==> config.mk <==
export PLATFORM = sky130hd
export DESIGN_NAME = plf_dp
export DESIGN_NICKNAME = d
export VERILOG_FILES = /design/src/rtl/plf_pkg.sv /design/src/rtl/plf_arith.sv /design/src/rtl/plf_dp.sv
export SDC_FILE = /design/constraint.sdc
export NUM_CORES = 2
export LEC_CHECK = 0
export CORE_UTILIZATION = 51
export CTS_BUF_LIST = sky130_fd_sc_hd__clkbuf_2 sky130_fd_sc_hd__clkbuf_4 sky130_fd_sc_hd__clkbuf_8
export CTS_CLUSTER_SIZE = 25
export DETAILED_ROUTE_END_ITERATION = 16
export DONT_BUFFER_PORTS = 1
export GPL_TIMING_DRIVEN = 0
export PLACE_DENSITY = 0.69
export RECOVER_POWER = 100
export SLEW_MARGIN = 15
export SYNTH_ARGS = -nofsm -noshare
export SYNTH_HDL_FRONTEND = slang
export SYNTH_SLANG_ARGS = --single-unit
==> constraint.sdc <==
create_clock -name clk -period 11.5 [get_ports clk]
set_input_delay 2.3 -clock clk [delete_from_list [all_inputs] [get_ports clk]]
set_output_delay 2.3 -clock clk [all_outputs]
set_load 0.02 [all_outputs]
==> src/rtl/plf_pkg.sv <==
// ----------------------------------------------------------------------------
// plf_pkg
// Shared types and constants of the principal-axis line fit block.
// ----------------------------------------------------------------------------
`default_nettype none

package plf_pkg;

  // coordinate width on the channel, and width of the post-processing words
  localparam int IN_COORD_W = 8;
  localparam int WORD_W     = 64;
  localparam int RES_W      = 32;
  localparam int Q_FRAC     = 16;
  localparam int NORM_BIT   = 30;

  localparam logic [RES_W-1:0] SAT_MAG = 32'h7FFF_FFFF;
  localparam logic [RES_W-1:0] ALL_ONE = 32'hFFFF_FFFF;

  // operations of the serial arithmetic unit
  typedef enum logic [1:0] {
    AOP_MUL,
    AOP_DIV,
    AOP_SQRT
  } arith_op_t;

  // steps of the end-of-set computation
  typedef enum logic [3:0] {
    ST_NXX,
    ST_SXX,
    ST_NYY,
    ST_SYY,
    ST_NXY,
    ST_SXY,
    ST_NORM,
    ST_AMC2,
    ST_BB,
    ST_SQRT,
    ST_SLMAJ,
    ST_SLMIN,
    ST_ICMAJ_MUL,
    ST_ICMAJ_DIV,
    ST_ICMIN_MUL,
    ST_ICMIN_DIV
  } step_t;

  // controller states
  typedef enum logic [2:0] {
    S_ACCUM,
    S_CHECK,
    S_ISSUE,
    S_WAIT,
    S_OUT
  } state_t;

  // controller to datapath
  typedef struct packed {
    logic  start;
    step_t step;
    logic  load_out;
  } dp_cmd_t;

  // datapath to controller
  typedef struct packed {
    logic step_done;
    logic empty;
    logic out_free;
  } dp_stat_t;

endpackage

`default_nettype wire

==> src/rtl/plf_arith.sv <==
// ----------------------------------------------------------------------------
// plf_arith
// Serial arithmetic unit: 64-bit modular multiply, restoring divide and
// integer square root, one bit (or one root digit) per cycle.
// ----------------------------------------------------------------------------
`default_nettype none

module plf_arith
  import plf_pkg::*;
(
  input  logic              clk,
  input  logic              rst_n,
  input  logic              start,
  input  arith_op_t         op,
  input  logic [WORD_W-1:0] opa,
  input  logic [WORD_W-1:0] opb,
  output logic              done,
  output logic [WORD_W-1:0] result
);

  localparam int CNT_W = $clog2(WORD_W);

  logic              busy_r;
  logic              done_r;
  arith_op_t         op_r;
  logic [CNT_W-1:0]  cnt_r;
  logic [WORD_W-1:0] acc_r;
  logic [WORD_W-1:0] a_r;
  logic [WORD_W-1:0] b_r;
  logic [WORD_W:0]   rem_r;

  // one divide step
  logic [WORD_W:0]   rem_sh;
  logic              q_bit;
  // one root step
  logic [WORD_W-1:0] root_try;
  logic              root_fit;

  always_comb begin
    rem_sh   = {rem_r[WORD_W-1:0], a_r[WORD_W-1]};
    q_bit    = (rem_sh >= {1'b0, b_r});
    root_try = acc_r + b_r;
    root_fit = (a_r >= root_try);
  end

  // sequencing
  always_ff @(posedge clk) begin
    if (!rst_n) begin
      busy_r <= 1'b0;
      done_r <= 1'b0;
      cnt_r  <= '0;
    end else begin
      done_r <= 1'b0;
      if (start) begin
        busy_r <= 1'b1;
        cnt_r  <= (op == AOP_SQRT) ? CNT_W'(WORD_W / 2 - 1) : CNT_W'(WORD_W - 1);
      end else if (busy_r) begin
        cnt_r <= cnt_r - 1'b1;
        if (cnt_r == '0) begin
          busy_r <= 1'b0;
          done_r <= 1'b1;
        end
      end
    end
  end

  // operand and result registers
  always_ff @(posedge clk) begin
    if (start) begin
      op_r  <= op;
      acc_r <= '0;
      a_r   <= opa;
      rem_r <= '0;
      b_r   <= (op == AOP_SQRT) ? (WORD_W'(1) << (WORD_W - 2)) : opb;
    end else if (busy_r) begin
      unique case (op_r)
        AOP_MUL: begin
          if (b_r[0]) acc_r <= acc_r + a_r;
          a_r <= a_r << 1;
          b_r <= b_r >> 1;
        end
        AOP_DIV: begin
          rem_r <= q_bit ? (rem_sh - {1'b0, b_r}) : rem_sh;
          acc_r <= {acc_r[WORD_W-2:0], q_bit};
          a_r   <= a_r << 1;
        end
        AOP_SQRT: begin
          if (root_fit) begin
            a_r   <= a_r - root_try;
            acc_r <= (acc_r >> 1) + b_r;
          end else begin
            acc_r <= acc_r >> 1;
          end
          b_r <= b_r >> 2;
        end
        default: acc_r <= acc_r;
      endcase
    end
  end

  assign done   = done_r;
  assign result = acc_r;

  a_start_idle: assert property (@(posedge clk) disable iff (!rst_n)
    start |-> !busy_r)
    else $error("arith unit started while busy");

  a_done_idle: assert property (@(posedge clk) disable iff (!rst_n)
    done_r |-> !busy_r && $past(busy_r))
    else $error("arith done without a finished run");

endmodule

`default_nettype wire

==> src/rtl/plf_dp.sv <==
// ----------------------------------------------------------------------------
// plf_dp
// Datapath: point accumulators, scatter matrix and line registers, the
// serial arithmetic unit and the output register.
// ----------------------------------------------------------------------------
`default_nettype none

module plf_dp
  import plf_pkg::*;
#(
  parameter int MAX_POINTS = 1024,
  parameter int COORD_BITS = 8
) (
  input  logic                  clk,
  input  logic                  rst_n,
  input  logic                  in_fire,
  input  logic                  in_point_present,
  input  logic [IN_COORD_W-1:0] in_x_coord,
  input  logic [IN_COORD_W-1:0] in_y_coord,
  input  dp_cmd_t               cmd,
  output dp_stat_t              stat,
  input  logic                  out_ready,
  output logic                  out_valid,
  output logic                  out_set_empty,
  output logic                  out_points_dropped,
  output logic signed [RES_W-1:0] out_slope_major,
  output logic signed [RES_W-1:0] out_intercept_major,
  output logic signed [RES_W-1:0] out_slope_minor,
  output logic signed [RES_W-1:0] out_intercept_minor
);

  localparam int XW    = (COORD_BITS < IN_COORD_W) ? COORD_BITS : IN_COORD_W;
  localparam int CNT_W = $clog2(MAX_POINTS + 1);
  localparam int SX_W  = XW + CNT_W;
  localparam int SQ_W  = 2 * XW + CNT_W;

  // saturate a quotient magnitude and apply its sign
  function automatic logic [RES_W-1:0] sat_q(input logic neg, input logic [WORD_W-1:0] q);
    logic [RES_W-1:0] mag;
    mag = (q > WORD_W'(SAT_MAG)) ? SAT_MAG : q[RES_W-1:0];
    return neg ? (~mag + 1'b1) : mag;
  endfunction

  // accumulators
  logic [CNT_W-1:0] n_r;
  logic [SX_W-1:0]  sx_r, sy_r;
  logic [SQ_W-1:0]  sxx_r, syy_r, sxy_r;
  logic             ovf_r;

  // working registers
  logic [WORD_W-1:0] t0_r, t1_r, a_r, c_r, b_r, p_r;
  logic              bneg_r;
  logic [RES_W-1:0]  slmaj_r, slmin_r, icmaj_r, icmin_r;

  // output register
  logic              out_valid_r;
  logic              out_empty_r, out_drop_r;
  logic [RES_W-1:0]  out_slmaj_r, out_icmaj_r, out_slmin_r, out_icmin_r;

  // arith unit
  logic              ar_start, ar_done;
  arith_op_t         ar_op;
  logic [WORD_W-1:0] ar_a, ar_b, ar_res;

  logic [XW-1:0]     px, py;
  logic              full;
  logic [WORD_W-1:0] n_w, sx_w, sy_w, half_n;
  logic              norm_big, age;
  logic [WORD_W-1:0] amc, two_b, num, den;
  logic              slope_step, bypass;
  logic [RES_W-1:0]  cur_sl, sl_abs, slope_val;
  logic [WORD_W-1:0] smag, sy16, ic_mag;
  logic              ic_neg;

  assign px     = in_x_coord[XW-1:0];
  assign py     = in_y_coord[XW-1:0];
  assign full   = (n_r == CNT_W'(MAX_POINTS));
  assign n_w    = WORD_W'(n_r);
  assign sx_w   = WORD_W'(sx_r);
  assign sy_w   = WORD_W'(sy_r);
  assign half_n = n_w >> 1;

  // derived values of the normalized matrix
  always_comb begin
    norm_big = |(a_r[WORD_W-1:NORM_BIT] | c_r[WORD_W-1:NORM_BIT] | b_r[WORD_W-1:NORM_BIT]);
    age      = (a_r >= c_r);
    amc      = age ? (a_r - c_r) : (c_r - a_r);
    two_b    = b_r << 1;
    // major takes 2B/P when A >= C, the minor axis the reverse
    if ((cmd.step == ST_SLMAJ) == age) begin
      num = two_b;
      den = p_r;
    end else begin
      num = p_r;
      den = two_b;
    end
    slope_step = (cmd.step == ST_SLMAJ) || (cmd.step == ST_SLMIN);
  end

  // intercept terms for the slope in use
  always_comb begin
    cur_sl = ((cmd.step == ST_ICMAJ_MUL) || (cmd.step == ST_ICMAJ_DIV)) ? slmaj_r : slmin_r;
    sl_abs = cur_sl[RES_W-1] ? (~cur_sl + 1'b1) : cur_sl;
    smag   = WORD_W'(sl_abs);
    sy16   = sy_w << Q_FRAC;
    priority if (cur_sl[RES_W-1]) begin
      ic_mag = sy16 + t0_r;
      ic_neg = 1'b0;
    end else if (sy16 >= t0_r) begin
      ic_mag = sy16 - t0_r;
      ic_neg = 1'b0;
    end else begin
      ic_mag = t0_r - sy16;
      ic_neg = 1'b1;
    end
  end

  // operand selection per step
  always_comb begin
    ar_op = AOP_MUL;
    ar_a  = '0;
    ar_b  = '0;
    unique case (cmd.step)
      ST_NXX:       begin ar_a = n_w;  ar_b = WORD_W'(sxx_r); end
      ST_SXX:       begin ar_a = sx_w; ar_b = sx_w;           end
      ST_NYY:       begin ar_a = n_w;  ar_b = WORD_W'(syy_r); end
      ST_SYY:       begin ar_a = sy_w; ar_b = sy_w;           end
      ST_NXY:       begin ar_a = n_w;  ar_b = WORD_W'(sxy_r); end
      ST_SXY:       begin ar_a = sx_w; ar_b = sy_w;           end
      ST_NORM:      begin ar_a = '0;   ar_b = '0;             end
      ST_AMC2:      begin ar_a = amc;  ar_b = amc;            end
      ST_BB:        begin ar_a = b_r;  ar_b = b_r;            end
      ST_SQRT:      begin ar_op = AOP_SQRT; ar_a = t1_r;      end
      ST_SLMAJ, ST_SLMIN: begin
        ar_op = AOP_DIV;
        ar_a  = (num << Q_FRAC) + (den >> 1);
        ar_b  = den;
      end
      ST_ICMAJ_MUL, ST_ICMIN_MUL: begin ar_a = smag; ar_b = sx_w; end
      ST_ICMAJ_DIV, ST_ICMIN_DIV: begin
        ar_op = AOP_DIV;
        ar_a  = ic_mag + half_n;
        ar_b  = n_w;
      end
      default: ar_a = '0;
    endcase
  end

  // steps that finish without the arith unit
  always_comb begin
    bypass = 1'b0;
    if (cmd.step == ST_NORM) bypass = !norm_big;
    else if (slope_step) bypass = (p_r == '0) || (den == '0);
  end

  assign ar_start       = cmd.start && !bypass && (cmd.step != ST_NORM);
  assign stat.step_done = (cmd.start && bypass) || ar_done;
  assign stat.empty     = (n_r == '0);
  assign stat.out_free  = !out_valid_r || out_ready;

  // slope value written back by a slope step
  always_comb begin
    slope_val = '0;
    if (cmd.step == ST_SLMAJ) begin
      priority if (p_r == '0) slope_val = '0;
      else if (den == '0) slope_val = SAT_MAG;
      else slope_val = sat_q(bneg_r, ar_res);
    end else begin
      priority if (p_r == '0) slope_val = SAT_MAG;
      else if (den == '0) slope_val = SAT_MAG;
      else slope_val = sat_q(!bneg_r, ar_res);
      // no cross term and a flat major axis: the minor axis is vertical
      if (slmaj_r == '0 && b_r == '0) slope_val = SAT_MAG;
    end
  end

  plf_arith u_arith (
    .clk    (clk),
    .rst_n  (rst_n),
    .start  (ar_start),
    .op     (ar_op),
    .opa    (ar_a),
    .opb    (ar_b),
    .done   (ar_done),
    .result (ar_res)
  );

  // accumulators and output handshake
  always_ff @(posedge clk) begin
    if (!rst_n) begin
      n_r         <= '0;
      sx_r        <= '0;
      sy_r        <= '0;
      sxx_r       <= '0;
      syy_r       <= '0;
      sxy_r       <= '0;
      ovf_r       <= 1'b0;
      out_valid_r <= 1'b0;
    end else begin
      if (cmd.load_out) begin
        out_valid_r <= 1'b1;
        n_r         <= '0;
        sx_r        <= '0;
        sy_r        <= '0;
        sxx_r       <= '0;
        syy_r       <= '0;
        sxy_r       <= '0;
        ovf_r       <= 1'b0;
      end else begin
        if (out_ready) out_valid_r <= 1'b0;
        if (in_fire && in_point_present) begin
          if (full) begin
            ovf_r <= 1'b1;
          end else begin
            n_r   <= n_r + 1'b1;
            sx_r  <= sx_r + SX_W'(px);
            sy_r  <= sy_r + SX_W'(py);
            sxx_r <= sxx_r + SQ_W'(px) * SQ_W'(px);
            syy_r <= syy_r + SQ_W'(py) * SQ_W'(py);
            sxy_r <= sxy_r + SQ_W'(px) * SQ_W'(py);
          end
        end
      end
    end
  end

  // step write-back
  always_ff @(posedge clk) begin
    if (cmd.start && cmd.step == ST_NORM) begin
      if (norm_big) begin
        a_r <= a_r >> 1;
        c_r <= c_r >> 1;
        b_r <= b_r >> 1;
      end else if (b_r == '0) begin
        bneg_r <= 1'b0;
      end
    end
    if (stat.step_done) begin
      unique case (cmd.step)
        ST_NXX, ST_NYY, ST_NXY, ST_AMC2: t0_r <= ar_res;
        ST_SXX:  a_r <= t0_r - ar_res;
        ST_SYY:  c_r <= t0_r - ar_res;
        ST_SXY: begin
          bneg_r <= (t0_r < ar_res);
          b_r    <= (t0_r < ar_res) ? (ar_res - t0_r) : (t0_r - ar_res);
        end
        ST_NORM: t1_r <= t1_r;
        ST_BB:   t1_r <= t0_r + (ar_res << 2);
        ST_SQRT: p_r  <= ar_res + amc;
        ST_SLMAJ: slmaj_r <= slope_val;
        ST_SLMIN: slmin_r <= slope_val;
        ST_ICMAJ_MUL, ST_ICMIN_MUL: t0_r <= ar_res;
        ST_ICMAJ_DIV: icmaj_r <= sat_q(ic_neg, ar_res);
        ST_ICMIN_DIV: icmin_r <= sat_q(ic_neg, ar_res);
        default: t0_r <= t0_r;
      endcase
    end
  end

  // output payload
  always_ff @(posedge clk) begin
    if (cmd.load_out) begin
      out_empty_r <= stat.empty;
      out_drop_r  <= ovf_r;
      out_slmaj_r <= stat.empty ? ALL_ONE : slmaj_r;
      out_icmaj_r <= stat.empty ? ALL_ONE : icmaj_r;
      out_slmin_r <= stat.empty ? ALL_ONE : slmin_r;
      out_icmin_r <= stat.empty ? ALL_ONE : icmin_r;
    end
  end

  assign out_valid           = out_valid_r;
  assign out_set_empty       = out_empty_r;
  assign out_points_dropped  = out_drop_r;
  assign out_slope_major     = out_slmaj_r;
  assign out_intercept_major = out_icmaj_r;
  assign out_slope_minor     = out_slmin_r;
  assign out_intercept_minor = out_icmin_r;

  a_load_free: assert property (@(posedge clk) disable iff (!rst_n)
    cmd.load_out |-> stat.out_free)
    else $error("result loaded over an untaken item");

  a_count_cap: assert property (@(posedge clk) disable iff (!rst_n)
    n_r <= CNT_W'(MAX_POINTS))
    else $error("point count beyond capacity");

endmodule

`default_nettype wire

==> flow_metrics.tcl <==
set metrics [dict create \
    result_of_the_run "finished with violations" \
    violations "capacitance limit, slew limit, setup timing" \
    clk_latency_ps 1110 \
    p_leak_nw 46.1 \
    ys_ff_latch 1041 \
    p_per_area_mw_per_mm2 168 \
    crit_path_max_incr_delay_ps 810 \
    placed_cells 15576 \
    worst_setup_path_start_kind "register" \
    detailedPlacementHpwl_mm 409 \
    detail_route.drc_violations 0 \
    worst_path_dominant_cell_family "compound AO/OA/AOI/OAI gates" \
    number_of_nets_in_the_synthesized_netlist 14031 \
    share_of_the_yosys_chip_area_belonging_to_registers_pct 26.0 \
    rr_startpoint "a_r[50]" \
    gr-usage-all-layers_pct 47.6 \
    avgViaCountPerCell 6.70 \
    setup_ws_pre_cts_ps -2220 \
    drt-pass1-iter-count 10 \
    post-cts-setup-buffer-count 0 \
    worst_hold_slack_ps 452 \
    die_area_mm2 0.203 \
    critical_path_arrival_ps 12380 \
    synthCells 12867 \
    maximum_number_of_pins_on_one_net_before_global_route_repair 132 \
    initial_antenna_violation_count 43 \
    layoutNonFillerInstCount 15951 \
    synth_async_sr_flop_share_pct 0 \
    syn-mean-instance-area_um2 7.96 \
    initial_utilization_pct 51.3 \
    timing.fmax_ghz 0.0865 \
    tritoncts_num_sinks 1041 \
    worstHoldStart "ovf_r" \
    hp-class "reg2reg" \
    syn_to_final_growth_pct 8.48 \
    final.setup_skew_ps 113 \
    core_area_mm2 0.200 \
    synth.distinct_cells 111 \
    report.final.hold_viol_count 0 \
    synth.largest_area_cell "sky130_fd_sc_hd__edfxtp_1" \
    synthTopCellsByCount "sky130_fd_sc_hd__nand2_1 (1,382), sky130_fd_sc_hd__a21oi_1 (1,369), sky130_fd_sc_hd__ha_1 (992), sky130_fd_sc_hd__o21ai_0 (951), sky130_fd_sc_hd__nor2_1 (896)" \
    tritoncts "built" \
    global_route_wire_length_before_repair_mm 701 \
    pin_count 161 \
    final_core_utilization_pct 55.6 \
    hold_end "out_points_dropped" \
    synthesis.area_mm2 0.102 \
    std_cell_rows 164 \
    period_share_pct 101 \
    setup-tns-final_ps -58.6 \
    wire_per_inst_um 31.5 \
    worstRegToRegCells 30 \
    port_buffers 0 \
    drt_wl_total_mm 502 \
    ir_worst_vdd_v 0.000142 \
    ff2ff_setup_slack_ps -60 \
    drive_gt1_share_pct 4.21 \
    rr_endpoint "p_r[62]" \
    postSynth.topFlopCell "sky130_fd_sc_hd__edfxtp_1" \
    post-route-worst-setup-slack_ps -58.6 \
    critical_path_peak_fanout 14 \
    fill_cells 18528 \
    yosys-top-cells-area "sky130_fd_sc_hd__edfxtp_1 (17%), sky130_fd_sc_hd__ha_1 (12%), sky130_fd_sc_hd__dfxtp_1 (9.0%), sky130_fd_sc_hd__a21oi_1 (6.7%), sky130_fd_sc_hd__xnor2_1 (5.1%)" \
    timing_worst_setup_path_type "reg2reg" \
    critPathCaptureType "register" \
    clock_path_buffers 3 \
    seqCellArea_mm2 0.0266 \
    timing.max_slew.rel_slack_pct -96.8 \
    setup_viol 1 \
    synth_top_area_share_pct 17.0 \
    yosysMostFrequentCell "sky130_fd_sc_hd__nand2_1" \
    path_clk_slew_ps 70 \
    synth_warnings 0 \
    detailedRoute.firstIterationViolations 16093 \
    final.min_clock_period_ps 11560 \
    worst-slew-pin-transition_ps 2920 \
    timing.max_cap.violations 6 \
    grt_pass1_vias 100633 \
    path_buf_inv 4 \
    rsz0062_at_grt "true" \
    finish.net_count 14278 \
    clock-root-buffer "sky130_fd_sc_hd__clkbuf_8" \
    detail-route-antenna-nets 0 \
    gp_routability_congestion 1.15 \
    routed-via-count 106871 \
    slowest_cell_on_crit_path "sky130_fd_sc_hd__clkbuf_1" \
    synth_enable_flop_cells 580 \
    whs_path_cells 0 \
    slew_viol_final 71 \
    cp.required_ps 12330 \
    die_width_um 450 \
    cts_buffers 193 \
    area_used_by_multi_input_combinational_logic_mm2 0.0703 \
    h-tree-depth 4 \
    global_route.overflow_total 0 \
    fp.dieH_um 450 \
]
[cell families (layout without fill, tap and decap cells)]
| logic type | count (synthesis) | count (layout) | share of synthesized area [%] |
|---|---|---|---|
| mux | 212 | 212 | 2.09 |
| compound gates | 4205 | 4205 | 25.8 |
| simple gates | 3838 | 3838 | 17.6 |
| xor+xnor | 928 | 928 | 7.95 |
| fa+ha+maj | 1139 | 1139 | 15.0 |
| buf+inv | 1504 | 1916 | 5.55 |
| flops | 1041 | 1041 | 26.0 |
| other cells | 0 | 16 | 0 |
[cell usage in the layout, fill, tap and decap left out, drive strengths merged, types with 58 or more instances in the layout]
cell type	n
a221oi	104
and2	110
nand2	1383
o21bai	150
dfxtp	461
nor3	226
a21o	490
o31ai	60
buf	104
a21oi	1370
nor4	111
o211ai	68
o21a	71
fa	145
o22ai	58
or3	70
nor2b	146
clkbuf	876
and3	100
inv	860
nand3	228
mux2i	198
ha	992
nand2b	257
a31oi	107
a22oi	86
xor2	326
nor2	900
o21ai	969
nand4	150
xnor2	602
a211oi	196
edfxtp	580
[cell type report]
| class | instances | area share (%) |
|---|---|---|
| Tap cell | 2656 | 2.99 |
| Multi-Input combinational cell | 10322 | 63.3 |
| Clock buffer | 280 | 3.11 |
| Clock inverter | 80 | 0.982 |
| Buffer | 646 | 2.25 |
| Antenna cell | 16 | 0.0360 |
| Sequential cell | 1041 | 24.0 |
| Inverter | 854 | 2.89 |
| Timing Repair Buffer | 56 | 0.473 |
[metal layers]
metal	track usage [%]	vias up	routed length (um)	part of all wire [%]
met5	0	-	230	0.046
met4	32.9	30	41200	8.2
met3	14.1	1587	65600	13
met2	70.1	7260	207000	41
met1	59.6	51029	188000	37
li1	-	46965	-	-
[registers in the layout, summed over array words and instances (netlist names), 27 cells and up]
name                 count
u_arith.rem_r           64
slmin_r                 32
out_slope_minor         32
t1_r                    64
c_r                     64
p_r                     64
u_arith.result          64
t0_r                    64
u_arith.b_r             64
slmaj_r                 32
sxx_r                   27
u_arith.a_r             64
icmaj_r                 32
b_r                     64
out_intercept_minor     32
sxy_r                   27
out_slope_major         32
syy_r                   27
out_intercept_major     32
icmin_r                 32
a_r                     64
[timing repair]
action                     4_1_cts  5_1_grt
pin swaps                        0        0
hold buffers                     0        0
resized for setup               18       12
setup endpoints to repair       48       23
[worst reg2reg max path, delay by kind of cell, from the launching register on]
| kind | cells | cell delay [ps] |
|---|---|---|
| AO/OA/AOI/OAI | 15 | 5320 |
| AND/OR/NAND/NOR | 7 | 2800 |
| buffers and inverters | 4 | 1610 |
| adder cells (fa/ha/maj) | 2 | 710 |
| flip-flops | 1 | 380 |
| XOR/XNOR | 2 | 560 |
[worst max-delay path by stage]
| stage | from | cells past startpoint | slack [ps] | to |
|---|---|---|---|---|
| 3_5_place_dp | c_r[59] | 31 | -2220 | p_r[62] |
| 4_1_cts | a_r[50] | 33 | 20 | u_arith.a_r[49] |
| 5_1_grt | a_r[50] | 33 | -60 | p_r[62] |
| 6_report | a_r[50] | 30 | -60 | p_r[62] |
| 3_3_place_gp | cmd[4] | 16 | -4730 | u_arith.a_r[8] |
| 2_1_floorplan | u_arith.result[1] | 27 | 840 | u_arith.a_r[0] |
[power breakdown]
part	internal (mW)	switching (mW)
Combinational	3.28	6.18
Clock	2.37	1.95
Sequential	4.32	0.565
Total	9.97	8.70
[through the flow]
stage                     cell area [um2]  power, mW
after floorplan                    102000       10.9
after global placement             106000       13.7
after detailed placement           106000       13.9
after CTS                          111000       18.1
after global routing               111000       19.4
final                              111000       18.7
Power figures use the tool's default switching activity.
