<file path="config.mk">
export PLATFORM = sky130hd
export DESIGN_NAME = plf_ctrl
export DESIGN_NICKNAME = d
export VERILOG_FILES = /design/src/rtl/plf_pkg.sv /design/src/rtl/plf_ctrl.sv
export SDC_FILE = /design/constraint.sdc
export NUM_CORES = 1
export LEC_CHECK = 0
export ABC_AREA = 1
export ABC_CLOCK_PERIOD_IN_PS = 1300
export BUFFER_PORTS_ARGS = -buffer_cell sky130_fd_sc_hd__buf_2
export CAP_MARGIN = 30
export CORE_MARGIN = 5
export CORE_UTILIZATION = 29
export CTS_BUF_LIST = sky130_fd_sc_hd__clkbuf_8
export CTS_CLUSTER_DIAMETER = 200
export DETAILED_ROUTE_END_ITERATION = 10
export GPL_TIMING_DRIVEN = 0
export PLACE_DENSITY = 0.58
export SLEW_MARGIN = 40
export SYNTH_ARGS = -nofsm -noshare
export SYNTH_HDL_FRONTEND = slang
export SYNTH_SLANG_ARGS = --single-unit
</file>
<file path="constraint.sdc">
create_clock -name clk -period 1.3 [get_ports clk]
set_input_delay 0.13 -clock clk [delete_from_list [all_inputs] [get_ports clk]]
set_output_delay 0.13 -clock clk [all_outputs]
set_load 0.01 [all_outputs]
</file>
<file path="src/rtl/plf_pkg.sv">
// ----------------------------------------------------------------------------
// plf_pkg
// Shared types and constants of the principal-axis line fit block.
// ----------------------------------------------------------------------------
`default_nettype none

package plf_pkg;

  // coordinate width on the channel, and width of the post-processing words
  localparam int IN_COORD_W = 8;
  localparam int WORD_W     = 64;
  localparam int RES_W      = 32;
  localparam int Q_FRAC     = 16;
  localparam int NORM_BIT   = 30;

  localparam logic [RES_W-1:0] SAT_MAG = 32'h7FFF_FFFF;
  localparam logic [RES_W-1:0] ALL_ONE = 32'hFFFF_FFFF;

  // operations of the serial arithmetic unit
  typedef enum logic [1:0] {
    AOP_MUL,
    AOP_DIV,
    AOP_SQRT
  } arith_op_t;

  // steps of the end-of-set computation
  typedef enum logic [3:0] {
    ST_NXX,
    ST_SXX,
    ST_NYY,
    ST_SYY,
    ST_NXY,
    ST_SXY,
    ST_NORM,
    ST_AMC2,
    ST_BB,
    ST_SQRT,
    ST_SLMAJ,
    ST_SLMIN,
    ST_ICMAJ_MUL,
    ST_ICMAJ_DIV,
    ST_ICMIN_MUL,
    ST_ICMIN_DIV
  } step_t;

  // controller states
  typedef enum logic [2:0] {
    S_ACCUM,
    S_CHECK,
    S_ISSUE,
    S_WAIT,
    S_OUT
  } state_t;

  // controller to datapath
  typedef struct packed {
    logic  start;
    step_t step;
    logic  load_out;
  } dp_cmd_t;

  // datapath to controller
  typedef struct packed {
    logic step_done;
    logic empty;
    logic out_free;
  } dp_stat_t;

endpackage

`default_nettype wire

</file>
<file path="src/rtl/plf_ctrl.sv">
// ----------------------------------------------------------------------------
// plf_ctrl
// Controller: takes points until the last item, then walks the datapath
// through the fit steps and hands the result to the output register.
// ----------------------------------------------------------------------------
`default_nettype none

module plf_ctrl
  import plf_pkg::*;
(
  input  logic     clk,
  input  logic     rst_n,
  input  logic     in_fire,
  input  logic     in_last,
  output logic     in_ready,
  input  dp_stat_t stat,
  output dp_cmd_t  cmd
);

  state_t state_r, state_nxt;
  step_t  step_r, step_nxt;
  step_t  step_after;

  always_ff @(posedge clk) begin
    if (!rst_n) begin
      state_r <= S_ACCUM;
      step_r  <= ST_NXX;
    end else begin
      state_r <= state_nxt;
      step_r  <= step_nxt;
    end
  end

  // fixed order of the fit steps
  always_comb begin
    unique case (step_r)
      ST_NXX:       step_after = ST_SXX;
      ST_SXX:       step_after = ST_NYY;
      ST_NYY:       step_after = ST_SYY;
      ST_SYY:       step_after = ST_NXY;
      ST_NXY:       step_after = ST_SXY;
      ST_SXY:       step_after = ST_NORM;
      ST_NORM:      step_after = ST_AMC2;
      ST_AMC2:      step_after = ST_BB;
      ST_BB:        step_after = ST_SQRT;
      ST_SQRT:      step_after = ST_SLMAJ;
      ST_SLMAJ:     step_after = ST_SLMIN;
      ST_SLMIN:     step_after = ST_ICMAJ_MUL;
      ST_ICMAJ_MUL: step_after = ST_ICMAJ_DIV;
      ST_ICMAJ_DIV: step_after = ST_ICMIN_MUL;
      ST_ICMIN_MUL: step_after = ST_ICMIN_DIV;
      ST_ICMIN_DIV: step_after = ST_NXX;
      default:      step_after = ST_NXX;
    endcase
  end

  // next state and commands
  always_comb begin
    state_nxt    = state_r;
    step_nxt     = step_r;
    in_ready     = 1'b0;
    cmd.start    = 1'b0;
    cmd.step     = step_r;
    cmd.load_out = 1'b0;
    unique case (state_r)
      S_ACCUM: begin
        in_ready = 1'b1;
        if (in_fire && in_last) state_nxt = S_CHECK;
      end
      S_CHECK: begin
        step_nxt  = ST_NXX;
        state_nxt = stat.empty ? S_OUT : S_ISSUE;
      end
      S_ISSUE: begin
        cmd.start = 1'b1;
        if (stat.step_done) begin
          step_nxt  = step_after;
          state_nxt = (step_r == ST_ICMIN_DIV) ? S_OUT : S_ISSUE;
        end else if (step_r != ST_NORM) begin
          state_nxt = S_WAIT;
        end
      end
      S_WAIT: begin
        if (stat.step_done) begin
          step_nxt  = step_after;
          state_nxt = (step_r == ST_ICMIN_DIV) ? S_OUT : S_ISSUE;
        end
      end
      S_OUT: begin
        if (stat.out_free) begin
          cmd.load_out = 1'b1;
          state_nxt    = S_ACCUM;
        end
      end
      default: state_nxt = S_ACCUM;
    endcase
  end

  a_out_return: assert property (@(posedge clk) disable iff (!rst_n)
    (state_r == S_OUT && stat.out_free) |=> state_r == S_ACCUM && !$past(in_ready))
    else $error("controller did not return to accumulation after result");

endmodule

`default_nettype wire
</file>
==> results of run 1 <==
[metal layers]
layer  global-route usage  wire, microns  vias to the layer above
met4               0.0497             31                        0
met3               0.0223             62                        4
met1                0.111            721                      306
li1                     -              -                      361
met2                0.181            784                       13
met5                    0              0                        -
[power by group]
part | internal, mW | leakage (nW) | total [mW] | switching [mW]
Sequential | 0.464 | 0.0916 | 0.618 | 0.154
Combinational | 0.574 | 0.368 | 1.30 | 0.730
Clock | 0.207 | 0.0269 | 0.326 | 0.120
[worst paths after layout]
kind | endpoint | from | cells after the start | slack (ps)
setup reg to reg | step_after[3] | state_r[1] | 10 | -70
setup / recovery | step_after[3] | state_r[1] | 10 | -70
hold reg to reg | step_r[1] | step_after[1] | 2 | 520
hold / removal | state_r[1] | rst_n | 3 | 250
[tightest hold or removal path, stage by stage]
cell                       delay (ps)
sky130_fd_sc_hd__clkbuf_2         170
sky130_fd_sc_hd__nand2_1          100
sky130_fd_sc_hd__nor2_1            40
[stage by stage]
step                power (mW)  area [sq um]  hold slack (ps)
global route              2.43           991              257
floorplan                 1.31           688              369
detailed placement        1.55           783              465
global placement          1.53           783              465
finish                    2.25           991              248
CTS                       2.13           945              246
[kinds of logic (layout without fill, tap and decap cells)]
logic type	Yosys count	in the layout	share of synthesized area
DFF	11	11	0.335
adders and majority gates	2	2	0.0380
buffers and inverters	19	46	0.125
and+or+nand+nor	58	58	0.433
AOI/OAI and AO/OA	7	7	0.0685
[cells in the mapped netlist]
cell type	instances
sky130_fd_sc_hd__nand3_1	9
sky130_fd_sc_hd__nor2_1	10
sky130_fd_sc_hd__a21oi_1	2
sky130_fd_sc_hd__inv_1	11
sky130_fd_sc_hd__dfxtp_1	11
sky130_fd_sc_hd__clkinv_1	1
sky130_fd_sc_hd__o21ai_2	2
sky130_fd_sc_hd__clkbuf_2	1
sky130_fd_sc_hd__inv_2	4
sky130_fd_sc_hd__ha_1	2
sky130_fd_sc_hd__o211ai_1	1
sky130_fd_sc_hd__nor2_2	5
sky130_fd_sc_hd__o21ai_1	2
sky130_fd_sc_hd__nand3_2	4
sky130_fd_sc_hd__inv_4	1
sky130_fd_sc_hd__nand4_1	2
sky130_fd_sc_hd__nand2_1	22
sky130_fd_sc_hd__buf_6	1
sky130_fd_sc_hd__nor4_1	1
sky130_fd_sc_hd__nand2_2	4
sky130_fd_sc_hd__nor3_1	1
[final cells by class]
class                   count  area, sq um
plain buffers               1         5.00
clock buffers               3         41.3
clock inverters             1         3.75
fillers                   228         1200
inverters                  17         78.8
multi-input cells          67          448
flip-flops and latches     11          229
well taps                  28         35.0
repair buffers             24          150
[state kept, by name (all words and copies together) (netlist names)]
register and flops:
state_r 3, step_r 4, step_after 4
[timing repair]
action,CTS,global route
setup buffers,7,5
pin swaps,7,5
resized for setup,16,6
setup endpoints to repair,4,11
==> metrics.txt, run 1 <==
# TYPE chip_impl_metric gauge
chip_impl_info{name="endpoint_kind",value="flop"} 1
chip_impl_info{name="tritoncts",value="built"} 1
chip_impl_metric{name="place.detailed.instances",unit=""} 137
chip_impl_info{name="worst_setup_path_start_kind",value="flop"} 1
chip_impl_info{name="clock_tree.root_cell",value="sky130_fd_sc_hd__clkbuf_8"} 1
chip_impl_metric{name="clkSinkCount",unit=""} 11
chip_impl_metric{name="antenna-diode-count",unit=""} 0
chip_impl_metric{name="synth.cell_area",unit="sq um"} 658
chip_impl_info{name="hold_path_class",value="in -> reg"} 1
chip_impl_info{name="critical_path_class",value="reg -> reg"} 1
chip_impl_info{name="synth_largest_area_cell",value="sky130_fd_sc_hd__dfxtp_1"} 1
chip_impl_metric{name="finalCriticalPeriod",unit="ps"} 1370
chip_impl_metric{name="post_synth.cell_area_avg",unit="sq um"} 6.78
chip_impl_metric{name="grt_remaining_overflow",unit=""} 0
chip_impl_metric{name="dp.final_hpwl",unit="microns"} 1110
chip_impl_metric{name="critPathRequiredTime",unit="ps"} 1420
chip_impl_metric{name="detail_route.wirelength",unit="microns"} 1600
chip_impl_metric{name="design.die.area",unit="sq mm"} 0.00332
chip_impl_metric{name="max_cap_violations",unit=""} 0
chip_impl_metric{name="finish.cell_count_without_fillers",unit=""} 152
chip_impl_metric{name="final-max-slew-violation-count",unit=""} 0
chip_impl_metric{name="post-route-util",unit=""} 0.452
chip_impl_metric{name="die_y",unit="microns"} 57.6
chip_impl_info{name="grt_setup_unrepaired",value="true"} 1
chip_impl_metric{name="final_antenna_net_count",unit=""} 0
chip_impl_metric{name="io_pins",unit=""} 14
chip_impl_metric{name="vias",unit=""} 684
chip_impl_metric{name="drt_iter0_drc",unit=""} 12
chip_impl_metric{name="port_buffer_cells",unit=""} 12
chip_impl_info{name="crit_family",value="simple AND/OR/NAND/NOR gates"} 1
chip_impl_metric{name="total_count_of_hold_check_failures_in_the_final_report",unit=""} 0
chip_impl_metric{name="track_usage",unit=""} 0.101
chip_impl_metric{name="starting_density",unit=""} 0.300
chip_impl_metric{name="synth_top_cell_area_share",unit=""} 0.335
chip_impl_metric{name="area_growth_syn_to_layout",unit="%"} 50.6
chip_impl_metric{name="die_width",unit="microns"} 57.6
chip_impl_metric{name="synth_cell_types",unit=""} 21
chip_impl_info{name="status",value="finished with violations"} 1
chip_impl_info{name="cpMaxStageDelayCell",value="sky130_fd_sc_hd__dfxtp_4"} 1
chip_impl_metric{name="synth_sequential_area_ratio",unit=""} 0.335
chip_impl_info{name="violations",value="setup timing"} 1
chip_impl_metric{name="worst_slew_margin_rel",unit=""} 0.837
chip_impl_info{name="cp_cell_sequence",value="inv_6, nor2_4, nand3_2, nand2_2, nand2_2, inv_4, ha_4, nand3_2, nand2_1, nand2_1"} 1
chip_impl_metric{name="setup_slack",unit="ps"} -73.4
chip_impl_metric{name="rows",unit=""} 17
chip_impl_metric{name="p_leak",unit="nW"} 0.486
chip_impl_metric{name="fin_setup_tns",unit="ps"} -252
chip_impl_metric{name="cts_hold_buffers",unit=""} 0
chip_impl_metric{name="post-route-period-util",unit=""} 1.06
chip_impl_metric{name="antenna_found_initial",unit=""} 0
chip_impl_metric{name="nets",unit=""} 134
chip_impl_metric{name="power_per_cell_area",unit="mW/mm^2"} 2270
chip_impl_info{name="final_common_cell",value="sky130_fd_sc_hd__nand2_1"} 1
chip_impl_metric{name="finalWeightedCongestion",unit=""} 0.799
chip_impl_metric{name="final_layout_size_suffix_gt1_frac",unit=""} 0.508
chip_impl_metric{name="cts_inserted_buffers",unit=""} 3
chip_impl_metric{name="wire_length_of_the_first_global_routing_pass",unit="microns"} 2590
chip_impl_metric{name="timing.critical_path.fanout_max",unit=""} 5
chip_impl_metric{name="critical_path.max_stage_delay",unit="ps"} 400
chip_impl_metric{name="maxClockFrequency",unit="MHz"} 728
chip_impl_metric{name="postSynthNetCount",unit=""} 106
chip_impl_metric{name="placement.setup.worst_slack",unit="ps"} -228
chip_impl_metric{name="worst_slew_pin_slew",unit="ps"} 244
chip_impl_metric{name="yosys_warnings",unit=""} 0
chip_impl_metric{name="grt_max_degree",unit=""} 9
chip_impl_metric{name="fp.coreArea",unit="sq mm"} 0.00219
chip_impl_metric{name="cts.clk_slew.worst_paths",unit="ps"} 50
chip_impl_info{name="most-common-layout-cells",value="sky130_fd_sc_hd__nand2_1 (18), sky130_fd_sc_hd__buf_2 (12), sky130_fd_sc_hd__buf_4 (12)"} 1
chip_impl_metric{name="first_pass_iters",unit=""} 4
chip_impl_metric{name="routedWlPerCell",unit="microns"} 10.5
chip_impl_metric{name="crit_buf_inv",unit=""} 2
chip_impl_metric{name="grt_pass1_vias",unit=""} 625
chip_impl_metric{name="synth-seq-cells",unit=""} 11
chip_impl_metric{name="drt_drc_violations_left",unit=""} 0
chip_impl_metric{name="cts_max_level",unit=""} 1
chip_impl_metric{name="cts_max_path_buffers",unit=""} 2
chip_impl_metric{name="vdd_ir_drop_max",unit="uV"} 1020
chip_impl_metric{name="synth_cells",unit=""} 97
chip_impl_metric{name="finClkSkew",unit="ps"} 2.74
chip_impl_metric{name="clk_latency",unit="ps"} 230
chip_impl_metric{name="worst_ep_arrival_time",unit="ps"} 1500
chip_impl_info{name="synth_area_leaders",value="sky130_fd_sc_hd__dfxtp_1 (33%), sky130_fd_sc_hd__nand2_1 (13%), sky130_fd_sc_hd__nand3_1 (6.8%)"} 1
chip_impl_metric{name="vias_per_cell",unit=""} 4.50
chip_impl_metric{name="final-setup-viol-count",unit=""} 6
No activity file was read; power rests on OpenSTA's default activity.
==> inputs of run 2 (changes only) <==
- BUFFER_PORTS_ARGS: -buffer_cell sky130_fd_sc_hd__buf_2 -> -buffer_cell sky130_fd_sc_hd__buf_4
==> run 2 against run 1 <==
Largest cell class unchanged. Die area stayed put. Sequential power is 1% higher. The run still ends with setup timing left. Flip-flop and latch count stayed put. Highest routed layer unchanged. Combinational power is 5% higher.
==> metrics.txt, run 2 (synthesis results as in run 1) <==
# TYPE chip_impl_metric gauge
chip_impl_metric{name="p_total",unit="mW"} 2.34
chip_impl_metric{name="worst_slew_pin_slew",unit="ps"} 224
chip_impl_metric{name="design.die.area",unit="sq mm"} 0.00332
chip_impl_metric{name="vdd_ir_drop_max",unit="uV"} 1070
chip_impl_metric{name="routedWlPerCell",unit="microns"} 10.8
chip_impl_metric{name="grt_remaining_overflow",unit=""} 0
chip_impl_metric{name="placement.setup.worst_slack",unit="ps"} -269
chip_impl_metric{name="track_usage",unit=""} 0.108
chip_impl_metric{name="io_pins",unit=""} 14
chip_impl_metric{name="combPwrFrac",unit=""} 0.585
chip_impl_metric{name="power_per_cell_area",unit="mW/mm^2"} 2280
chip_impl_metric{name="ff2ff_path_depth",unit=""} 9
chip_impl_metric{name="maxClockFrequency",unit="MHz"} 729
chip_impl_metric{name="clkPwrFrac",unit=""} 0.148
chip_impl_metric{name="whs_path_depth",unit=""} 3
chip_impl_metric{name="multi_input_comb_area",unit="sq um"} 450
chip_impl_info{name="regToRegStartpoint",value="state_r[2]"} 1
chip_impl_metric{name="rows",unit=""} 17
chip_impl_metric{name="antenna_found_initial",unit=""} 0
chip_impl_metric{name="final_antenna_net_count",unit=""} 0
chip_impl_metric{name="area_growth_syn_to_layout",unit="%"} 55.9
chip_impl_metric{name="post-route-period-util",unit=""} 1.06
chip_impl_metric{name="total_count_of_hold_check_failures_in_the_final_report",unit=""} 0
chip_impl_metric{name="antenna-diode-count",unit=""} 0
chip_impl_metric{name="clk_latency",unit="ps"} 250
chip_impl_metric{name="timing.critical_path.fanout_max",unit=""} 5
chip_impl_metric{name="place.detailed.instances",unit=""} 137
chip_impl_info{name="worst_hold_path_startpoint",value="rst_n"} 1
chip_impl_metric{name="first_pass_iters",unit=""} 4
chip_impl_metric{name="die_width",unit="microns"} 57.6
chip_impl_metric{name="critical_path.max_stage_delay",unit="ps"} 370
chip_impl_info{name="critical_path_class",value="reg -> reg"} 1
chip_impl_metric{name="drt_drc_violations_left",unit=""} 0
chip_impl_info{name="cpMaxStageDelayCell",value="sky130_fd_sc_hd__dfxtp_4"} 1
chip_impl_metric{name="final-setup-viol-count",unit=""} 3
chip_impl_metric{name="power.switching_fraction",unit=""} 0.436
chip_impl_metric{name="drt_iter0_drc",unit=""} 10
chip_impl_metric{name="nets",unit=""} 134
chip_impl_metric{name="final-max-slew-violation-count",unit=""} 0
chip_impl_info{name="crit_path_start",value="state_r[2]"} 1
chip_impl_metric{name="port_buffer_cells",unit=""} 12
chip_impl_metric{name="wire_length_of_the_first_global_routing_pass",unit="microns"} 2770
chip_impl_metric{name="max_cap_violations",unit=""} 0
chip_impl_metric{name="worst_slew_margin_rel",unit=""} 0.851
chip_impl_metric{name="cts.clk_slew.worst_paths",unit="ps"} 50
chip_impl_metric{name="finClkSkew",unit="ps"} 5.03
chip_impl_info{name="final_common_cell",value="sky130_fd_sc_hd__buf_4"} 1
chip_impl_metric{name="clkSinkCount",unit=""} 11
chip_impl_info{name="worst_setup_path_start_kind",value="flop"} 1
chip_impl_metric{name="finish.instance_area",unit="sq mm"} 0.00103
chip_impl_metric{name="setup_slack",unit="ps"} -72.3
chip_impl_info{name="hold_path_class",value="in -> reg"} 1
chip_impl_info{name="worst_r2r_endpoint",value="step_after[3]"} 1
chip_impl_metric{name="placed_area",unit="sq um"} 813
chip_impl_metric{name="cts_inserted_buffers",unit=""} 3
chip_impl_metric{name="final_layout_size_suffix_gt1_frac",unit=""} 0.524
chip_impl_metric{name="fp.coreArea",unit="sq mm"} 0.00219
chip_impl_metric{name="cts_max_level",unit=""} 1
chip_impl_metric{name="cts_max_path_buffers",unit=""} 2
chip_impl_metric{name="p_leak",unit="nW"} 0.491
chip_impl_metric{name="fin_setup_tns",unit="ps"} -169
chip_impl_info{name="grt_setup_unrepaired",value="true"} 1
chip_impl_metric{name="grt_max_degree",unit=""} 9
chip_impl_info{name="hold-path-endpoint",value="state_r[1]"} 1
chip_impl_info{name="most_frequent_cp_cell",value="sky130_fd_sc_hd__nand2_1"} 1
chip_impl_metric{name="vias",unit=""} 702
chip_impl_metric{name="power.sequential.fraction",unit=""} 0.266
chip_impl_metric{name="worst_ep_arrival_time",unit="ps"} 1500
chip_impl_metric{name="finalCriticalPeriod",unit="ps"} 1370
chip_impl_metric{name="switchingPower",unit="mW"} 1.02
chip_impl_metric{name="dp.final_hpwl",unit="microns"} 1160
chip_impl_metric{name="finish.cell_count_without_fillers",unit=""} 152
chip_impl_info{name="most-common-layout-cells",value="sky130_fd_sc_hd__buf_4 (24), sky130_fd_sc_hd__nand2_1 (19), sky130_fd_sc_hd__inv_1 (11)"} 1
chip_impl_metric{name="grt_pass1_vias",unit=""} 670
chip_impl_metric{name="cts_hold_buffers",unit=""} 0
chip_impl_metric{name="critPathRequiredTime",unit="ps"} 1430
chip_impl_info{name="violations",value="setup timing"} 1
chip_impl_info{name="tritoncts",value="built"} 1
chip_impl_metric{name="detail_route.wirelength",unit="microns"} 1650
chip_impl_metric{name="internal-power",unit="mW"} 1.32
chip_impl_metric{name="die_y",unit="microns"} 57.6
chip_impl_info{name="cp_cell_sequence",value="inv_6, nand3_4, nand2_4, o21ai_2, nor2_4, ha_4, nand3_2, nand2_1, nand2_1"} 1
chip_impl_metric{name="starting_density",unit=""} 0.300
chip_impl_info{name="status",value="finished with violations"} 1
chip_impl_metric{name="finalWeightedCongestion",unit=""} 0.775
chip_impl_info{name="endpoint_kind",value="flop"} 1
chip_impl_info{name="clock_tree.root_cell",value="sky130_fd_sc_hd__clkbuf_8"} 1
chip_impl_metric{name="reg2reg_slack",unit="ps"} -70
chip_impl_metric{name="seq_area",unit="sq um"} 231
chip_impl_metric{name="vias_per_cell",unit=""} 4.62
chip_impl_metric{name="layout.filler_cells",unit=""} 240
-- run 2: timing repair --
| item | CTS | global route |
|---|---|---|
| cloned | 0 | 0 |
| setup endpoints to repair | 4 | 9 |
| buffers inserted | 8 | 4 |
| gates resized for setup | 14 | 10 |
| pin swaps | 6 | 6 |
-- run 2: area by class of cell --
cell class              instances  area share
multi-input cells              67       0.439
flip-flops and latches         11       0.226
repair buffers                 24       0.176
inverters                      17      0.0768
clock buffers                   3      0.0402
well taps                      28      0.0341
plain buffers                   1     0.00488
clock inverters                 1     0.00366
-- run 2: power by group through the flow --
stage | clock network (mW) | logic [mW] | registers [mW]
2_1_floorplan | 0 | 0.758 | 0.556
3_3_place_gp | 0 | 1.02 | 0.560
3_5_place_dp | 0 | 1.04 | 0.561
4_1_cts | 0.354 | 1.29 | 0.577
5_1_grt | 0.383 | 1.50 | 0.640
6_report | 0.348 | 1.37 | 0.624
-- run 2: layer usage --
layer | GRT usage | share of wire | vias up
li1 | - | - | 361
met1 | 0.123 | 0.43 | 322
met2 | 0.176 | 0.49 | 13
met3 | 0.0267 | 0.049 | 6
met4 | 0.0728 | 0.033 | 0
met5 | 0 | 0 | -
-- run 2: stage by stage --
stage	utilization	hold slack, ps
floorplan	-	369
global placement	0.371	466
detailed placement	0.371	470
CTS	0.443	237
global route	0.468	255
finish	0.468	250
-- run 2: how the worst max path moves through the flow --
stage | end
after floorplan | step_after[3]
after global placement | step_after[3]
after detailed placement | step_after[3]
after CTS | step_after[3]
after global routing | step_after[3]
final | step_after[3]
-- run 2: worst max-delay path, delay by kind of cell, from the launching register on --
| kind | cells | cell delay (ps) |
|---|---|---|
| buf+inv | 1 | 80 |
| flops | 1 | 370 |
| simple gates | 6 | 550 |
| compound gates | 1 | 80 |
| fa+ha+maj | 1 | 170 |
==> inputs of run 3 (changes only) <==
- RECOVER_POWER: not set -> 25
==> run 3 against run 2 <==
The run still ends with setup timing left. Sequential power about the same. Count of clock-buffer cells in the layout unchanged. Critical endpoint unchanged. Die area unchanged. Power fell by 0.44%. Global-route usage unchanged. Clock skew about the same.
==> metrics.txt, run 3 (synthesis results as in run 1) <==
# TYPE chip_impl_metric gauge
chip_impl_info{name="status",value="finished with violations"} 1
chip_impl_info{name="violations",value="setup timing"} 1
chip_impl_metric{name="setup_slack",unit="ps"} -72.3
chip_impl_metric{name="cts_max_level",unit=""} 1
chip_impl_info{name="uppermost_metal_layer_occupied_by_signal_nets",value="met4"} 1
chip_impl_metric{name="met2_length",unit="microns"} 804
chip_impl_info{name="most-common-layout-cells",value="sky130_fd_sc_hd__buf_4 (22), sky130_fd_sc_hd__nand2_1 (19), sky130_fd_sc_hd__inv_1 (11)"} 1
chip_impl_metric{name="critical_path.max_stage_delay",unit="ps"} 370
chip_impl_metric{name="holdWs",unit="ps"} 250
chip_impl_metric{name="wire_length_of_the_first_global_routing_pass",unit="microns"} 2770
chip_impl_metric{name="cts_inserted_buffers",unit=""} 3
chip_impl_info{name="cp_cell_sequence",value="inv_6, nand3_4, nand2_4, o21ai_2, nor2_4, ha_4, nand3_2, nand2_1, nand2_1"} 1
chip_impl_info{name="critical_path_class",value="reg -> reg"} 1
chip_impl_metric{name="power_per_cell_area",unit="mW/mm^2"} 2290
chip_impl_metric{name="first_pass_iters",unit=""} 4
chip_impl_metric{name="antenna-diode-count",unit=""} 0
chip_impl_metric{name="final_layout_size_suffix_gt1_frac",unit=""} 0.508
chip_impl_info{name="crit_family",value="simple AND/OR/NAND/NOR gates"} 1
chip_impl_info{name="grt_setup_unrepaired",value="true"} 1
chip_impl_metric{name="track_usage",unit=""} 0.108
chip_impl_metric{name="met1Wirelength",unit="microns"} 705
chip_impl_metric{name="grt_max_degree",unit=""} 9
chip_impl_metric{name="fin_setup_tns",unit="ps"} -169
chip_impl_metric{name="timing.critical_path.fanout_max",unit=""} 5
chip_impl_metric{name="cts_hold_buffers",unit=""} 0
chip_impl_metric{name="worst_ep_arrival_time",unit="ps"} 1500
chip_impl_metric{name="starting_density",unit=""} 0.300
chip_impl_metric{name="io_pins",unit=""} 14
chip_impl_metric{name="rows",unit=""} 17
chip_impl_metric{name="crit_buf_inv",unit=""} 1
chip_impl_metric{name="vdd_ir_drop_max",unit="uV"} 1070
chip_impl_metric{name="clk_latency",unit="ps"} 250
chip_impl_metric{name="routedWlPerCell",unit="microns"} 10.8
chip_impl_metric{name="worst_slew_pin_slew",unit="ps"} 224
chip_impl_info{name="hold_path_class",value="in -> reg"} 1
chip_impl_info{name="worst_setup_path_start_kind",value="flop"} 1
chip_impl_metric{name="clkSinkCount",unit=""} 11
chip_impl_info{name="clock_tree.root_cell",value="sky130_fd_sc_hd__clkbuf_8"} 1
chip_impl_metric{name="cts_max_path_buffers",unit=""} 2
chip_impl_metric{name="final-max-slew-violation-count",unit=""} 0
chip_impl_info{name="cpMaxStageDelayCell",value="sky130_fd_sc_hd__dfxtp_4"} 1
chip_impl_metric{name="worst_slew_margin_rel",unit=""} 0.851
chip_impl_metric{name="drt_drc_violations_left",unit=""} 0
chip_impl_metric{name="route.met3.wl",unit="microns"} 80
chip_impl_metric{name="total_count_of_hold_check_failures_in_the_final_report",unit=""} 0
chip_impl_metric{name="maxClockFrequency",unit="MHz"} 729
chip_impl_metric{name="design.die.area",unit="sq mm"} 0.00332
chip_impl_metric{name="dp.final_hpwl",unit="microns"} 1160
chip_impl_metric{name="detail_route.wirelength",unit="microns"} 1650
chip_impl_metric{name="final-setup-viol-count",unit=""} 3
chip_impl_metric{name="max_cap_violations",unit=""} 0
chip_impl_metric{name="cts.clk_slew.worst_paths",unit="ps"} 50
chip_impl_metric{name="area_growth_syn_to_layout",unit="%"} 54.8
chip_impl_metric{name="finalWeightedCongestion",unit=""} 0.775
chip_impl_metric{name="die_y",unit="microns"} 57.6
chip_impl_info{name="final_common_cell",value="sky130_fd_sc_hd__buf_4"} 1
chip_impl_metric{name="post-route-period-util",unit=""} 1.06
chip_impl_metric{name="fp.coreArea",unit="sq mm"} 0.00219
chip_impl_metric{name="die_width",unit="microns"} 57.6
chip_impl_metric{name="antenna_found_initial",unit=""} 0
chip_impl_metric{name="critPathRequiredTime",unit="ps"} 1430
chip_impl_metric{name="vias",unit=""} 702
chip_impl_metric{name="finClkSkew",unit="ps"} 5.01
chip_impl_metric{name="grt_pass1_vias",unit=""} 670
chip_impl_metric{name="final_antenna_net_count",unit=""} 0
chip_impl_info{name="endpoint_kind",value="flop"} 1
chip_impl_metric{name="p_leak",unit="nW"} 0.483
chip_impl_metric{name="nets",unit=""} 134
chip_impl_info{name="most_frequent_cp_cell",value="sky130_fd_sc_hd__nand2_1"} 1
chip_impl_metric{name="vias_per_cell",unit=""} 4.62
chip_impl_metric{name="drt_iter0_drc",unit=""} 10
chip_impl_metric{name="grt_remaining_overflow",unit=""} 0
chip_impl_metric{name="finalCriticalPeriod",unit="ps"} 1370
chip_impl_metric{name="port_buffer_cells",unit=""} 12
chip_impl_metric{name="post-route-util",unit=""} 0.465
chip_impl_metric{name="layout.filler_cells",unit=""} 242
chip_impl_info{name="tritoncts",value="built"} 1
## run 3: cell count changes in the layout (fill, tap and decap cells not counted), sizes merged
cell    change
clkbuf      +2
buf         -2
## run 3: worst paths after layout
kind / startpoint / end / slack (ps) / depth (start not counted)
min reg2reg: step_after[1] / step_r[1] / 500 / 2
min: rst_n / state_r[1] / 250 / 3
max reg2reg: state_r[2] / step_after[3] / -70 / 9
max: state_r[2] / step_after[3] / -70 / 9
## run 3: tightest hold or removal path: cells and delay by family
kind / cells / cell delay [ps]
AND/OR/NAND/NOR: 2 / 140
buffers and inverters: 1 / 180
## run 3: what timing repair did
| action | 4_1_cts | 5_1_grt |
|---|---|---|
| pin swaps | 6 | 6 |
| buffers inserted | 8 | 4 |
| resized for setup | 14 | 10 |
| setup endpoints to repair | 4 | 9 |
## run 3: per-layer routing
metal,up-vias,track usage
li1,361,-
met1,322,0.123
met2,13,0.176
met3,6,0.0267
met4,0,0.0728
met5,-,0
## run 3: report_power, final
part | total, mW | leakage (nW) | switching, mW | internal (mW)
logic | 1.36 | 0.364 | 0.728 | 0.634
registers | 0.624 | 0.0919 | 0.154 | 0.470
clock network | 0.348 | 0.0269 | 0.140 | 0.208
total | 2.33 | 0.483 | 1.02 | 1.31
## run 3: layout make-up
class / count / area [sq um] / share of cell area
Clock buffer: 3 / 41.3 / 0.0405
Inverter: 17 / 78.8 / 0.0774
Clock inverter: 1 / 3.75 / 0.00369
Tap cell: 28 / 35.0 / 0.0344
Sequential cell: 11 / 231 / 0.227
Buffer: 1 / 5.00 / 0.00491
Multi-Input combinational cell: 67 / 450 / 0.442
Timing Repair Buffer: 24 / 173 / 0.170
## run 3: through the flow
step	total power [mW]	instances	cell area (sq um)	setup slack, ps
floorplan	1.31	97	688	-56.4
global placement	1.58	137	813	-215
detailed placement	1.60	137	813	-269
CTS	2.22	149	970	-85.6
global route	2.51	152	1020	-143
finish	2.33	152	1020	-72.3
